File: src/rtl/core/mewd_pkg.sv
`timescale 1ns / 1ps
`default_nettype none
package mewd_pkg;

	typedef enum logic [3:0] {
		M_LIT     = 4'd0,
		M_LIT_EQ  = 4'd1,
		M_CHARSET = 4'd2,
		M_ENC     = 4'd3,
		M_Q_HDR   = 4'd4,
		M_Q_TXT   = 4'd5,
		M_Q_EQ    = 4'd6,
		M_Q_EQ1   = 4'd7,
		M_B_HDR   = 4'd8,
		M_B_TXT   = 4'd9,
		M_B_SKIP  = 4'd10,
		M_POST    = 4'd11
	} mode_t;

	localparam logic [7:0] CH_EQ = 8'h3D;
	localparam logic [7:0] CH_QM = 8'h3F;
	localparam logic [7:0] CH_LOWER_Q = 8'h71;
	localparam logic [7:0] CH_LOWER_B = 8'h62;
	localparam logic [7:0] CASE_BIT = 8'h20;

	localparam int ADDR_W = 3;
	localparam logic REG_MAX_LEN = 1'b0;
	localparam logic [15:0] MAX_LEN_RST = 16'd1023;

	typedef struct packed {
		logic [7:0] out_byte;
		logic       run_end;
	} res_t;

	typedef struct packed {
		logic [1:0] n;
		res_t       r0;
		res_t       r1;
	} push_t;

	function automatic logic hex_ok(input logic [7:0] b);
		return (b >= 8'h30 && b <= 8'h39) || (b >= 8'h61 && b <= 8'h66) ||
			(b >= 8'h41 && b <= 8'h46);
	endfunction

	function automatic logic [3:0] hex_val(input logic [7:0] b);
		logic [3:0] v;
		if (b >= 8'h30 && b <= 8'h39) begin
			v = b[3:0];
		end else begin
			v = b[3:0] + 4'd9;
		end
		return v;
	endfunction

	function automatic logic sextet_ok(input logic [7:0] b);
		return (b >= 8'h41 && b <= 8'h5A) || (b >= 8'h61 && b <= 8'h7A) ||
			(b >= 8'h30 && b <= 8'h39) || b == 8'h2B || b == 8'h2F;
	endfunction

	// Base64 alphabet A-Z a-z 0-9 + /
	function automatic logic [5:0] sextet_val(input logic [7:0] b);
		logic [7:0] v;
		if (b >= 8'h41 && b <= 8'h5A) begin
			v = b - 8'h41;
		end else if (b >= 8'h61 && b <= 8'h7A) begin
			v = b - 8'd71;
		end else if (b >= 8'h30 && b <= 8'h39) begin
			v = b + 8'd4;
		end else if (b == 8'h2B) begin
			v = 8'd62;
		end else begin
			v = 8'd63;
		end
		return v[5:0];
	endfunction

	function automatic logic is_ws(input logic [7:0] b);
		return b == 8'h20 || (b >= 8'h09 && b <= 8'h0D);
	endfunction

endpackage
`default_nettype wire

File: src/rtl/core/mewd_if.sv
`timescale 1ns / 1ps
`default_nettype none
interface mewd_raw_if;
	logic       valid;
	logic       ready;
	logic [7:0] in_byte;
	logic       end_of_text;

	modport source(output valid, output in_byte, output end_of_text, input ready);
	modport sink(input valid, input in_byte, input end_of_text, output ready);
endinterface

interface mewd_dec_if;
	logic       valid;
	logic       ready;
	logic [7:0] out_byte;
	logic       run_end;

	modport source(output valid, output out_byte, output run_end, input ready);
	modport sink(input valid, input out_byte, input run_end, output ready);
endinterface
`default_nettype wire

File: src/rtl/core/mime_encoded_word_decoder.sv
`timescale 1ns / 1ps
`default_nettype none
// Streaming decoder for MIME encoded words in header text.
// raw: one header byte per item, end_of_text on the final byte of a text.
// dec: decoded bytes, zero to two per raw item; run_end marks the last
//   result produced by a raw item.
// Config (APB): max_len at byte address 0, limit on decoded bytes per text;
//   reset value 1023. Write it only while the block is idle.
// Path: a raw item is registered in the input register at acceptance, decoded
//   combinationally from that register and written into a four-entry result
//   queue once the queue has room; dec is driven from the queue head.
// Throughput: one raw item per cycle while each item yields at most one
//   result and dec is ready; the result queue drains one item per cycle while
//   dec is ready, so a run of items producing two results fills the queue.
// A stalled dec side fills the queue; raw.ready drops while an item waits in
//   the input register and fewer than two queue slots are free, and nothing
//   is lost.
// Reset clears the parser to literal mode, empties the queue and restores
//   max_len.
module mime_encoded_word_decoder (
	input  wire logic                          clk,
	input  wire logic                          arst_n,
	mewd_raw_if.sink                           raw,
	mewd_dec_if.source                         dec,
	input  wire logic                          psel,
	input  wire logic                          penable,
	input  wire logic                          pwrite,
	input  wire logic [mewd_pkg::ADDR_W-1:0]   paddr,
	input  wire logic [31:0]                   pwdata,
	output logic      [31:0]                   prdata,
	output logic                               pready
);
	import mewd_pkg::*;

	logic [15:0] max_len_q;
	logic        room2;
	push_t       push;
	res_t        out_item;
	logic        out_valid;

	assign pready = 1'b1;
	assign prdata = (paddr[2] == REG_MAX_LEN) ? {16'd0, max_len_q} : 32'd0;

	always_ff @(posedge clk or negedge arst_n) begin
		if (!arst_n) begin
			max_len_q <= MAX_LEN_RST;
		end else if (psel && penable && pwrite && pready && paddr[2] == REG_MAX_LEN) begin
			max_len_q <= pwdata[15:0];
		end
	end

	mewd_core u_core (
		.clk         (clk),
		.arst_n      (arst_n),
		.in_valid    (raw.valid),
		.in_ready    (raw.ready),
		.in_byte     (raw.in_byte),
		.end_of_text (raw.end_of_text),
		.max_len     (max_len_q),
		.room2       (room2),
		.push        (push)
	);

	mewd_fifo u_fifo (
		.clk       (clk),
		.arst_n    (arst_n),
		.push      (push),
		.room2     (room2),
		.out_valid (out_valid),
		.out_ready (dec.ready),
		.out_item  (out_item)
	);

	assign dec.valid    = out_valid;
	assign dec.out_byte = out_item.out_byte;
	assign dec.run_end  = out_item.run_end;
endmodule
`default_nettype wire

File: src/rtl/core/mewd_fifo.sv
`timescale 1ns / 1ps
`default_nettype none
module mewd_fifo (
	input  wire logic           clk,
	input  wire logic           arst_n,
	input  wire mewd_pkg::push_t push,
	output logic                room2,
	output logic                out_valid,
	input  wire logic           out_ready,
	output mewd_pkg::res_t      out_item
);
	import mewd_pkg::*;

	res_t       mem_q [4];
	logic [1:0] wp_q;
	logic [1:0] rp_q;
	logic [2:0] count_q;
	logic       pop;

	assign out_valid = count_q != 3'd0;
	assign out_item  = mem_q[rp_q];
	assign pop       = out_valid && out_ready;
	assign room2     = count_q <= 3'd2;

	always_ff @(posedge clk or negedge arst_n) begin
		if (!arst_n) begin
			wp_q    <= 2'd0;
			rp_q    <= 2'd0;
			count_q <= 3'd0;
		end else begin
			wp_q    <= wp_q + push.n;
			rp_q    <= rp_q + {1'b0, pop};
			count_q <= 3'(count_q + {1'b0, push.n} - {2'b0, pop});
		end
	end

	always_ff @(posedge clk) begin
		if (push.n != 2'd0) begin
			mem_q[wp_q] <= push.r0;
		end
		if (push.n == 2'd2) begin
			mem_q[wp_q + 2'd1] <= push.r1;
		end
	end

	a_count_max: assert property (@(posedge clk) disable iff (!arst_n)
		count_q <= 3'd4) else $error("result queue overfilled");
	a_push_room: assert property (@(posedge clk) disable iff (!arst_n)
		push.n != 2'd0 |-> room2) else $error("push without room");
	a_pop_track: assert property (@(posedge clk) disable iff (!arst_n)
		pop && push.n == 2'd0 |=> count_q == $past(count_q) - 3'd1)
		else $error("pop lost");
endmodule
`default_nettype wire

File: src/rtl/core/mewd_core.sv
`timescale 1ns / 1ps
`default_nettype none
module mewd_core (
	input  wire logic            clk,
	input  wire logic            arst_n,
	input  wire logic            in_valid,
	output logic                 in_ready,
	input  wire logic [7:0]      in_byte,
	input  wire logic            end_of_text,
	input  wire logic [15:0]     max_len,
	input  wire logic            room2,
	output mewd_pkg::push_t      push
);
	import mewd_pkg::*;

	logic       valid_s1;
	logic [7:0] byte_s1;
	logic       last_s1;
	logic       adv;

	mode_t      mode_q, nmode;
	logic [7:0] held_q, nheld;
	logic [1:0] phase_q, nphase;
	logic [7:0] part_q, npart;
	logic [15:0] cnt_q, ncnt;

	logic       c1v, c2v, c3v;
	logic [7:0] c1b, c2b, c3b;
	logic [7:0] first_b, second_b;
	logic [1:0] n_att, nemit;
	logic       ok1, ok2;
	logic [5:0] sx;
	logic [7:0] b;

	assign adv      = valid_s1 && room2;
	assign in_ready = !valid_s1 || room2;

	always_ff @(posedge clk or negedge arst_n) begin
		if (!arst_n) begin
			valid_s1 <= 1'b0;
		end else if (in_ready) begin
			valid_s1 <= in_valid;
		end
	end

	always_ff @(posedge clk) begin
		if (in_ready) begin
			byte_s1 <= in_byte;
			last_s1 <= end_of_text;
		end
	end

	always_ff @(posedge clk or negedge arst_n) begin
		if (!arst_n) begin
			mode_q  <= M_LIT;
			held_q  <= 8'd0;
			phase_q <= 2'd0;
			part_q  <= 8'd0;
			cnt_q   <= 16'd0;
		end else if (adv) begin
			mode_q  <= nmode;
			held_q  <= nheld;
			phase_q <= nphase;
			part_q  <= npart;
			cnt_q   <= ncnt;
		end
	end

	always_comb begin
		b      = byte_s1;
		sx     = sextet_val(byte_s1);
		nmode  = mode_q;
		nheld  = held_q;
		nphase = phase_q;
		npart  = part_q;
		c1v = 1'b0; c1b = byte_s1;
		c2v = 1'b0; c2b = byte_s1;
		c3v = 1'b0; c3b = 8'd0;

		case (mode_q)
			M_LIT_EQ: begin
				if (b == CH_QM) begin
					nmode = M_CHARSET;
				end else begin
					// release the held '=' and take the byte as literal, or hold it if it is another '='
					c1v   = 1'b1;
					c1b   = CH_EQ;
					nmode = M_LIT;
					if (b == CH_EQ) begin
						nheld = b;
						nmode = M_LIT_EQ;
					end else begin
						c2v = 1'b1;
					end
				end
			end
			M_CHARSET: begin
				if (b == CH_QM) nmode = M_ENC;
			end
			M_ENC: begin
				if ((b | CASE_BIT) == CH_LOWER_Q) begin
					nmode = M_Q_HDR;
				end else if ((b | CASE_BIT) == CH_LOWER_B) begin
					nmode = M_B_HDR;
				end else begin
					nmode = M_POST;
				end
			end
			M_Q_HDR: begin
				if (b == CH_QM) nmode = M_Q_TXT;
			end
			M_Q_TXT: begin
				nmode = M_Q_TXT;
				if (b == CH_QM) nmode = M_POST;
				else if (b == CH_EQ) nmode = M_Q_EQ;
				else c1v = 1'b1;
			end
			M_Q_EQ: begin
				if (hex_ok(b)) begin
					nheld = b;
					nmode = M_Q_EQ1;
				end else begin
					nmode = M_Q_TXT;
					if (b == CH_QM) nmode = M_POST;
					else if (b == CH_EQ) nmode = M_Q_EQ;
					else c1v = 1'b1;
				end
			end
			M_Q_EQ1: begin
				c1v = 1'b1;
				if (hex_ok(b)) begin
					c1b   = {hex_val(held_q), hex_val(b)};
					nmode = M_Q_TXT;
				end else begin
					// bad escape: emit the first digit, then handle the byte as text
					c1b   = held_q;
					nmode = M_Q_TXT;
					if (b == CH_QM) nmode = M_POST;
					else if (b == CH_EQ) nmode = M_Q_EQ;
					else c2v = 1'b1;
				end
			end
			M_B_HDR: begin
				if (b == CH_QM) begin
					nmode  = M_B_TXT;
					nphase = 2'd0;
					npart  = 8'd0;
				end
			end
			M_B_TXT: begin
				if (!is_ws(b)) begin
					if (b == CH_EQ) begin
						nmode = M_B_SKIP;
					end else if (!sextet_ok(b)) begin
						nmode = M_POST;
					end else begin
						case (phase_q)
							2'd0: begin
								npart  = {sx, 2'b00};
								nphase = 2'd1;
							end
							2'd1: begin
								c1v    = 1'b1;
								c1b    = part_q | {6'd0, sx[5:4]};
								npart  = {sx[3:0], 4'd0};
								nphase = 2'd2;
							end
							2'd2: begin
								c1v    = 1'b1;
								c1b    = part_q | {4'd0, sx[5:2]};
								npart  = {sx[1:0], 6'd0};
								nphase = 2'd3;
							end
							default: begin
								c1v    = 1'b1;
								c1b    = part_q | {2'd0, sx};
								npart  = 8'd0;
								nphase = 2'd0;
							end
						endcase
					end
				end
			end
			M_B_SKIP: begin
				if (b == CH_QM) nmode = M_POST;
			end
			M_POST: begin
				// drop one '=' after the closing '?' or an invalid byte; pass any other byte as literal
				nmode = M_LIT;
				if (b != CH_EQ) begin
					c1v = 1'b1;
					if (b == CH_EQ) c1v = 1'b0;
				end
			end
			default: begin
				nmode = M_LIT;
				if (b == CH_EQ) begin
					nheld = b;
					nmode = M_LIT_EQ;
				end else begin
					c1v = 1'b1;
				end
			end
		endcase

		if (last_s1) begin
			if (nmode == M_LIT_EQ) begin
				c3v = 1'b1;
				c3b = nheld;
			end
			nmode  = M_LIT;
			nheld  = 8'd0;
			nphase = 2'd0;
			npart  = 8'd0;
		end

		// pack the attempts; at most two occur per item
		first_b  = c1v ? c1b : (c2v ? c2b : c3b);
		second_b = (c1v && c2v) ? c2b : c3b;
		n_att    = 2'({1'b0, c1v} + {1'b0, c2v} + {1'b0, c3v});

		ok1 = {1'b0, cnt_q} < {1'b0, max_len};
		ok2 = ({1'b0, cnt_q} + 17'd1) < {1'b0, max_len};
		case (n_att)
			2'd0:    nemit = 2'd0;
			2'd1:    nemit = ok1 ? 2'd1 : 2'd0;
			default: nemit = ok2 ? 2'd2 : (ok1 ? 2'd1 : 2'd0);
		endcase

		ncnt = last_s1 ? 16'd0 : cnt_q + {14'd0, nemit};

		push.n           = adv ? nemit : 2'd0;
		push.r0.out_byte = first_b;
		push.r0.run_end  = nemit == 2'd1;
		push.r1.out_byte = second_b;
		push.r1.run_end  = 1'b1;
	end

	a_text_end: assert property (@(posedge clk) disable iff (!arst_n)
		adv && last_s1 |=> cnt_q == 16'd0 && mode_q == M_LIT && phase_q == 2'd0)
		else $error("state not cleared at end of text");
	a_pair_mark: assert property (@(posedge clk) disable iff (!arst_n)
		push.n == 2'd2 |-> !push.r0.run_end && push.r1.run_end)
		else $error("run_end misplaced in pair");
	a_cnt_step: assert property (@(posedge clk) disable iff (!arst_n)
		adv && !last_s1 |=> cnt_q - $past(cnt_q) <= 16'd2)
		else $error("emitted count jumped");
	a_hold_stall: assert property (@(posedge clk) disable iff (!arst_n)
		valid_s1 && !room2 |=> valid_s1 && byte_s1 == $past(byte_s1))
		else $error("stalled item lost");
endmodule
`default_nettype wire
File: src/flat_wrapper.sv
// flat-port wrapper written by rule: the top's interface ports become plain ports
module mime_encoded_word_decoder_flat import mewd_pkg::*;
  (clk, arst_n, psel, penable, pwrite, paddr, pwdata, prdata, pready, raw_valid, raw_in_byte, raw_end_of_text, raw_ready, dec_valid, dec_out_byte, dec_run_end, dec_ready);
  mewd_raw_if raw_i ();
  mewd_dec_if dec_i ();
  input  wire logic clk;
  input  wire logic arst_n;
  input  wire logic psel;
  input  wire logic penable;
  input  wire logic pwrite;
  input  wire logic [mewd_pkg::ADDR_W-1:0] paddr;
  input  wire logic [31:0] pwdata;
  output logic      [31:0] prdata;
  output logic pready;
  input wire logic [$bits(raw_i.valid)-1:0] raw_valid;
  input wire logic [$bits(raw_i.in_byte)-1:0] raw_in_byte;
  input wire logic [$bits(raw_i.end_of_text)-1:0] raw_end_of_text;
  output wire logic [$bits(raw_i.ready)-1:0] raw_ready;
  output wire logic [$bits(dec_i.valid)-1:0] dec_valid;
  output wire logic [$bits(dec_i.out_byte)-1:0] dec_out_byte;
  output wire logic [$bits(dec_i.run_end)-1:0] dec_run_end;
  input wire logic [$bits(dec_i.ready)-1:0] dec_ready;
  assign raw_i.valid = raw_valid;
  assign raw_i.in_byte = raw_in_byte;
  assign raw_i.end_of_text = raw_end_of_text;
  assign raw_ready = raw_i.ready;
  assign dec_valid = dec_i.valid;
  assign dec_out_byte = dec_i.out_byte;
  assign dec_run_end = dec_i.run_end;
  assign dec_i.ready = dec_ready;
  mime_encoded_word_decoder u_core (.clk(clk), .arst_n(arst_n), .raw(raw_i), .dec(dec_i), .psel(psel), .penable(penable), .pwrite(pwrite), .paddr(paddr), .pwdata(pwdata), .prdata(prdata), .pready(pready));
endmodule
File: config.mk
export PLATFORM = sky130hd
export DESIGN_NAME = mime_encoded_word_decoder_flat
export DESIGN_NICKNAME = d
export VERILOG_FILES = /design/src/rtl/core/mewd_pkg.sv /design/src/rtl/core/mewd_if.sv /design/src/rtl/core/mime_encoded_word_decoder.sv /design/src/rtl/core/mewd_fifo.sv /design/src/rtl/core/mewd_core.sv /design/src/flat_wrapper.sv
export SDC_FILE = /design/constraint.sdc
export NUM_CORES = 1
export LEC_CHECK = 0
export BUFFER_PORTS_ARGS = -buffer_cell sky130_fd_sc_hd__buf_2
export CAP_MARGIN = 0
export CORE_ASPECT_RATIO = 0.5
export CORE_UTILIZATION = 48
export DETAILED_ROUTE_END_ITERATION = 10
export GPL_ROUTABILITY_DRIVEN = 0
export HOLD_SLACK_MARGIN = 0.08
export PLACE_DENSITY = 0.67
export SYNTH_ARGS = -nofsm -noshare
export SYNTH_HDL_FRONTEND = slang
export SYNTH_SLANG_ARGS = --single-unit
export TNS_END_PERCENT = 10
File: constraint.sdc
create_clock -name clk -period 6.85 [get_ports clk]
set_input_delay 0.685 -clock clk [delete_from_list [all_inputs] [get_ports clk]]
set_output_delay 0.685 -clock clk [all_outputs]
set_load 0.01 [all_outputs]
Word-level counts from Yosys, hierarchy flattened
Memories as Yosys holds them, arrays and structs flattened.
Index checks and enable logic that the tools add are counted.
- add/sub/neg operators: 14
- order comparisons: 15
- eq/ne operators: 29
- muxes and demuxes: 77
- bitwise operators: 4
- reduce and logical (&&, ||, !) cells: 30
- operator list (kind ; number):
    two-way mux 8 bit ; 19
    one-hot mux 8 bit (3 select lines) ; 4
    two-way mux 4 bit ; 14
    one-hot mux 4 bit (11 select lines) ; 1
    == test 8 x 6 -> 1 bit (second input constant) ; 5
    <= comparator 8 x 7 -> 1 bit (second input constant) ; 4
    two-way mux 16 bit ; 2
    two-way mux 2 bit ; 10
    two-way mux 1 bit ; 18
    two-way mux 6 bit ; 3
    adder 16 x 1 -> 17 bit (second input constant) ; 1
    < comparator 17 x 16 -> 1 bit ; 1
    adder 16 x 2 -> 16 bit ; 1
    == test 4 x 3 -> 1 bit (second input constant) ; 4
    == test 4 bit (second input constant) ; 4
    >= comparator 8 x 6 -> 1 bit (second input constant) ; 2
    >= comparator 8 x 7 -> 1 bit (second input constant) ; 2
    <= comparator 8 x 6 -> 1 bit (second input constant) ; 2
    < comparator 16 bit ; 1
    one-hot mux 8 bit (2 select lines) ; 1
    == test 7 x 6 -> 1 bit (second input constant) ; 2
    logical AND 1 bit ; 13
    inequality test 3 bit (second input constant) ; 4
    OR reduction 9 bit ; 1
    33 further kinds ; 50
- register bits after elaboration: 71
- RAM bits: 36
- output and inout port bits: 44
- memories: 1
- memories (name ; words ; width ; rd ports ; clocked after memory_dff ; write ports ; RTL line ; text):
    u_core.u_fifo.mem_q ; 4 ; 9 ; 1 ; 0 ; 2 ; mewd_fifo.sv:14 ; res_t mem_q [4];

Depth between registers and ports, before layout
- word-level depth: 20
- gate-level depth with buffers: 25

Modules after synthesis
From an unflattened synthesis, not the netlist that was laid out.
- cells, all modules: 892
- area total of the unflattened synthesis: 8490.6 µm²
- by module, submodules not included (module ; times used ; cells an instance ; area each (µm²) ; seq. area each (µm²)):
    mewd_core ; 1 ; 690 ; 5376.4 ; 1196.1
    mewd_fifo ; 1 ; 132 ; 2202.1 ; 1256.2
    mime_encoded_word_decoder ; 1 ; 70 ; 912.1 ; 412.9

Worst setup path after synthesis
Ideal clock, no wire load.
- kind: flip-flop to flip-flop
- from: register u_core.u_core.byte_s1[3], in the netlist u_core.u_core.b[3]
- to: register u_core.u_fifo.count_q[2]
- library setup time: 123 ps
- data arrival time: 4993 ps
- slack: 1735 ps
- cell stages (with the launch flop): 23
- clock period less this slack: 5115 ps
- cell sequence: edfxtp_1 buf_2 buf_1 inv_1 ha_1 and4bb_2 a31oi_2 a32oi_1 o211ai_1 o311a_1 nand4_4 buf_8 fa_1 nor2_1 o21ai_1 nor4b_4 and2_0 clkbuf_1 inv_1 ha_1 fa_1 xor2_1 xnor2_1
- cells in the longest elaborated chain, start to end: 19
- elaborated cells between the ends (all ways): 68
- classes of those cells: 4 x add/sub; 10 x order compare; 10 x eq/ne; 30 x mux; 14 x reduce/logical
- ends and longest elaborated chain (element ; RTL line ; text):
    from (decl) ; mewd_core.sv:17 ; logic [7:0] byte_s1;
    from (signal assigned) ; mewd_core.sv:48 ; byte_s1 <= in_byte;
    >= comparator 8 x 7 -> 1 bit (tied with other cells) ; mewd_pkg.sv:43, mewd_pkg.sv:57 ;
    logical AND 1 bit ; mewd_pkg.sv:57 ; return (b >= 8'h41 && b <= 8'h5A) || (b >= 8'h61 && b <= 8'h7A) ||
    logical OR 1 bit (2 in series) ; mewd_pkg.sv:57 ;
    logical OR 1 bit (2 in series) ; mewd_pkg.sv:58 ; (b >= 8'h30 && b <= 8'h39) || b == 8'h2B || b == 8'h2F;
    two-way mux 4 bit ; mewd_core.sv:154 ; end else if (!sextet_ok(b)) begin
    two-way mux 4 bit ; mewd_core.sv:152 ; if (b == CH_EQ) begin
    two-way mux 4 bit ; mewd_core.sv:151 ; if (!is_ws(b)) begin
    one-hot mux 4 bit (11 select lines) ; mewd_core.sv:80 ; case (mode_q)
    == test 4 x 1 -> 1 bit ; mewd_core.sv:207 ; if (nmode == M_LIT_EQ) begin
    two-way mux 1 bit ; mewd_core.sv:207 ;
    two-way mux 1 bit ; mewd_core.sv:206 ; if (last_s1) begin
    adder 2 x 1 -> 2 bit (*) ; mewd_core.sv:220 ; n_att = 2'({1'b0, c1v} + {1'b0, c2v} + {1'b0, c3v});
    == test 2 x 1 -> 1 bit / logical NOT 2 bit (equally long branches) ; mewd_core.sv:224 ; case (n_att)
    one-hot mux 2 bit (2 select lines) (*) ; mewd_core.sv:224 ;
    two-way mux 2 bit (*) ; mewd_core.sv:232 ; push.n = adv ? nemit : 2'd0;
    adder 3 x 2 -> 3 bit (*) ; mewd_fifo.sv:33 ; count_q <= 3'(count_q + {1'b0, push.n} - {2'b0, pop});
    subtractor 3 x 1 -> 3 bit (*) ; mewd_fifo.sv:33 ;
    to (signal assigned) ; mewd_fifo.sv:33 ;
    to (decl) ; mewd_fifo.sv:17 ; logic [2:0] count_q;
Mark *: on every way between the ends. The rest lies on a longest branch, timed or not.
A chain may end at the register's enable or synchronous reset.

Worst setup path after layout
- from: register u_core.u_core.byte_s1[0], in the netlist u_core.u_core.b[0]
- to: register u_core.u_fifo.count_q[2]
Same word-level chain as after synthesis.

==> impl_results.md <==
- Clock skew: roughly 0.020 ns
- Status: complete, no violations
- Switching part of the total: around 43%
- Num CTS Buffers: 9
- VDD IR max: around 130 µV
- Via density: between 6 and 7
- Area Overhead vs Synth: 7.27%
- Resize count post-CTS: 0
- Part of the cycle the worst path needs: around 88%
- Reg2reg start: u_core.u_core.b[0]
- Placement Cell Area: roughly 0.009 mm²
- WL final: 22.6 mm
- Synth Cell Area: 0.00845 mm²
- Routed WL per cell: around 19 µm
- P_leak: roughly 3.7 nW
- N_diodes: 0
- Largest net degree at the start of global routing: a little over 60
- Hold Crit Start: u_core.u_fifo.mem_q[3][0]
- Hold/Removal Path Class: reg -> reg
- Setup TNS: 0 ns
- Clock Sinks: around 110
- Internal power: roughly 1.5 mW
- Switch Pwr: 1.16 mW
- H-tree depth: 3
- Clk Latency, worst-skew pair: roughly 0.37 ns
- FF/Latch Area: about 0.0028 mm²
- Die area: 0.0182 mm²
- I/O Pins: between 90 and 100
- Critical path class: reg -> reg
- Sequential share of the synthesized area: 33.4%
- # Post-CTS Setup Buffers: 0
- Via count: 7,415
- Initial DRC count: roughly 800
- PD cells: a little under 300 mW/mm²
- Global-route wire length before repair: 36.6 mm
- Num rows: 33
- Measured slew at the worst slew-check pin: 0.975 ns
- Peak Freq: around 170 MHz
- Longest Clk Path Bufs: 2
- CP required: 7.10 ns
- Core area: 0.0168 mm²
- Die X: 190 µm
- Post-route ant nets: 0
- Root buffer cell: clkbuf_16
- Mapped Cells: a little over 900
- Reg power frac: 36.8%
- Combinational power share: 43.6%
- CP Capture Type: flip-flop
- Fin nets: approximately 1,100
- Area leader, netlist: dfrtp_1
- CTS tree: done
- Yosys top cell area share: 14.8%
- EDFF count, synth: slightly above 40
- Main synth FF type: dfrtp_1
- Crit. Startpoint: u_core.u_core.b[0]
- Distinct cells, synth: between 90 and 100
- Final hold vios: 0
- CTS clk-pin slew, worst paths: 0.07 ns
- Design area: ~0.0091 mm²
- Yosys reg bits: between 100 and 150
- Number of global-route vias before repair: approximately 6,900
- Dominant cells by area after synthesis: dfrtp_1, edfxtp_1, ha_1
- DRC: 0
- Multi-input gate area: between 0.005 and 0.006 mm²
- Ys Warns: 0
- Finished Core Util: ~54%
- Final Non-Filler Cells: roughly 1,200
- Crit path arrival time: 6.26 ns
- Max-cap violations: 0
- Worst Path Max Fanout: 14
- Post-synth ARST share: 57.1%
- Minimum clock period: roughly 6 ns
- First-pass DRT Iterations: 6
- Final setup viols: 0
- Total gr overflow: 0
- Antenna violations before repair: 0
- Critical Path Start Type: flip-flop
- Die H: around 96 µm
- Initial Utilization: roughly half
- Fin. max-slew vios: 0
- Placed cell count: approximately 1,200
- Filler Cells Inserted: 1,520
- Aggregate global-route resource usage: around a quarter
- Unrepaired setup endpoints after global routing: no
- Cts hold-fix bufs: 0
- Slew margin rel.: between 30% and 40%
- Clock power share: around a fifth
- Avg Inst Size Synth: 9.14 µm²
- Share of layout cells above drive strength 1: between 15 and 20%
- IO buf count: 59
- Detailed-placement wirelength estimate: roughly 17 mm
-- power groups by stage --
stage | Sequential [mW] | Clock, mW | Combinational, mW
after floorplan | 0.868 | 0 | 0.922
after global placement | 0.988 | 0 | 1.12
after detailed placement | 0.993 | 0 | 1.15
after CTS | 0.981 | 0.537 | 1.15
after global routing | 1.01 | 0.551 | 1.28
final | 0.986 | 0.523 | 1.17
-- metrics by stage --
step | setup slack, ns | hold slack, ns | total power, mW
4_1_cts | 0.855 | 0.467 | 2.67
2_1_floorplan | 1.73 | 0.389 | 1.79
6_report | 0.835 | 0.474 | 2.68
3_5_place_dp | 0.917 | 0.462 | 2.14
5_1_grt | 0.388 | 0.469 | 2.84
3_3_place_gp | 0.996 | 0.446 | 2.11
-- worst paths after layout --
path                                        endpoint  slack, ns  cells past startpoint
max                         u_core.u_fifo.count_q[2]       0.84                     18
min                        u_core.u_fifo.mem_q[3][0]       0.47                      2
max reg2reg                 u_core.u_fifo.count_q[2]       0.84                     18
min reg2reg                u_core.u_fifo.mem_q[3][0]       0.47                      2
max in group asynchronous       u_core.max_len_q[14]       5.80                      2
min in group asynchronous   u_core.u_core.phase_q[0]       0.49                      2
-- routing by layer --
layer  track usage (%)  share of wire [%]  up-vias
met5                 0                  0        -
met4              7.53                1.3        0
met3              4.63                7.9       39
met2              40.3                 45      340
met1              36.3                 46     3591
li1                  -                  -     3445
-- cell usage after synthesis (all sizes together) (11+ instances only) --
| master | n |
|---|---|
| a21oi | 39 |
| a22o | 17 |
| a22oi | 14 |
| a31oi | 16 |
| and2 | 12 |
| and3 | 11 |
| buf | 39 |
| clkbuf | 33 |
| dfrtp | 50 |
| edfxtp | 41 |
| ha | 58 |
| inv | 39 |
| mux2 | 17 |
| nand2 | 88 |
| nand2b | 12 |
| nand3 | 33 |
| nor2 | 83 |
| nor3 | 21 |
| o21ai | 52 |
| o22ai | 16 |
| o31ai | 15 |
| xnor2 | 24 |
| xor2 | 18 |
-- state kept, by name, summed over array words and instances (netlist names) --
signal,count
u_core.max_len_q,16
u_core.u_core.b,8
u_core.u_core.cnt_q,16
u_core.u_core.held_q,8
u_core.u_core.last_s1,1
u_core.u_core.mode_q,4
u_core.u_core.part_q,6
u_core.u_core.phase_q,2
u_core.u_core.valid_s1,1
u_core.u_fifo.count_q,3
u_core.u_fifo.mem_q,36
u_core.u_fifo.rp_q,2
u_core.u_fifo.wp_q,2
-- layout by cell type (no fill, tap or decap), types with 18 or more instances in the layout --
cell / Yosys / layout
ha_1: 58 / 58
nand3_1: 33 / 33
nor3_1: 18 / 18
xor2_1: 18 / 18
buf_2: 15 / 59
inv_1: 38 / 38
edfxtp_1: 41 / 41
o21ai_0: 40 / 40
a21oi_1: 39 / 39
dfrtp_1: 50 / 50
nor2_1: 82 / 82
nand2_1: 87 / 87
xnor2_1: 24 / 24
-- layout make-up --
type	instances	area share [%]
inverters	39	1.62
repair buffers	69	4.09
well taps	227	3.13
flip-flops and latches	105	31.2
clock inverters	6	0.677
clock buffers	10	2.53
multi-input cells	723	56.8
-- worst max-delay path, stage by stage (launching register included) --
cell and delay [ns]:
edfxtp_1 0.71, ha_1 0.54, and4bb_2 0.31, a31oi_2 0.38, a32o_2 0.25, nand4_1 0.29
nor2_1 0.26, a311o_4 0.30, inv_2 0.17, fa_1 0.43, nor2_1 0.11, o21ai_1 0.10
nor4b_4 0.49, and2_0 0.39, inv_1 0.11, ha_1 0.33, fa_1 0.44, xor2_1 0.17
xnor2_1 0.12
-- cells by family after synthesis --
logic type	synth area share, %
DFF	33.4
muxes	5.02
other	0.0889
buffers and inverters	6.31
xor gates and xnor gates	4.35
and+or+nand+nor	19.9
adders and majority gates	9.18
AOI/OAI and AO/OA	21.7
No activity file was read; power rests on OpenSTA's default activity.
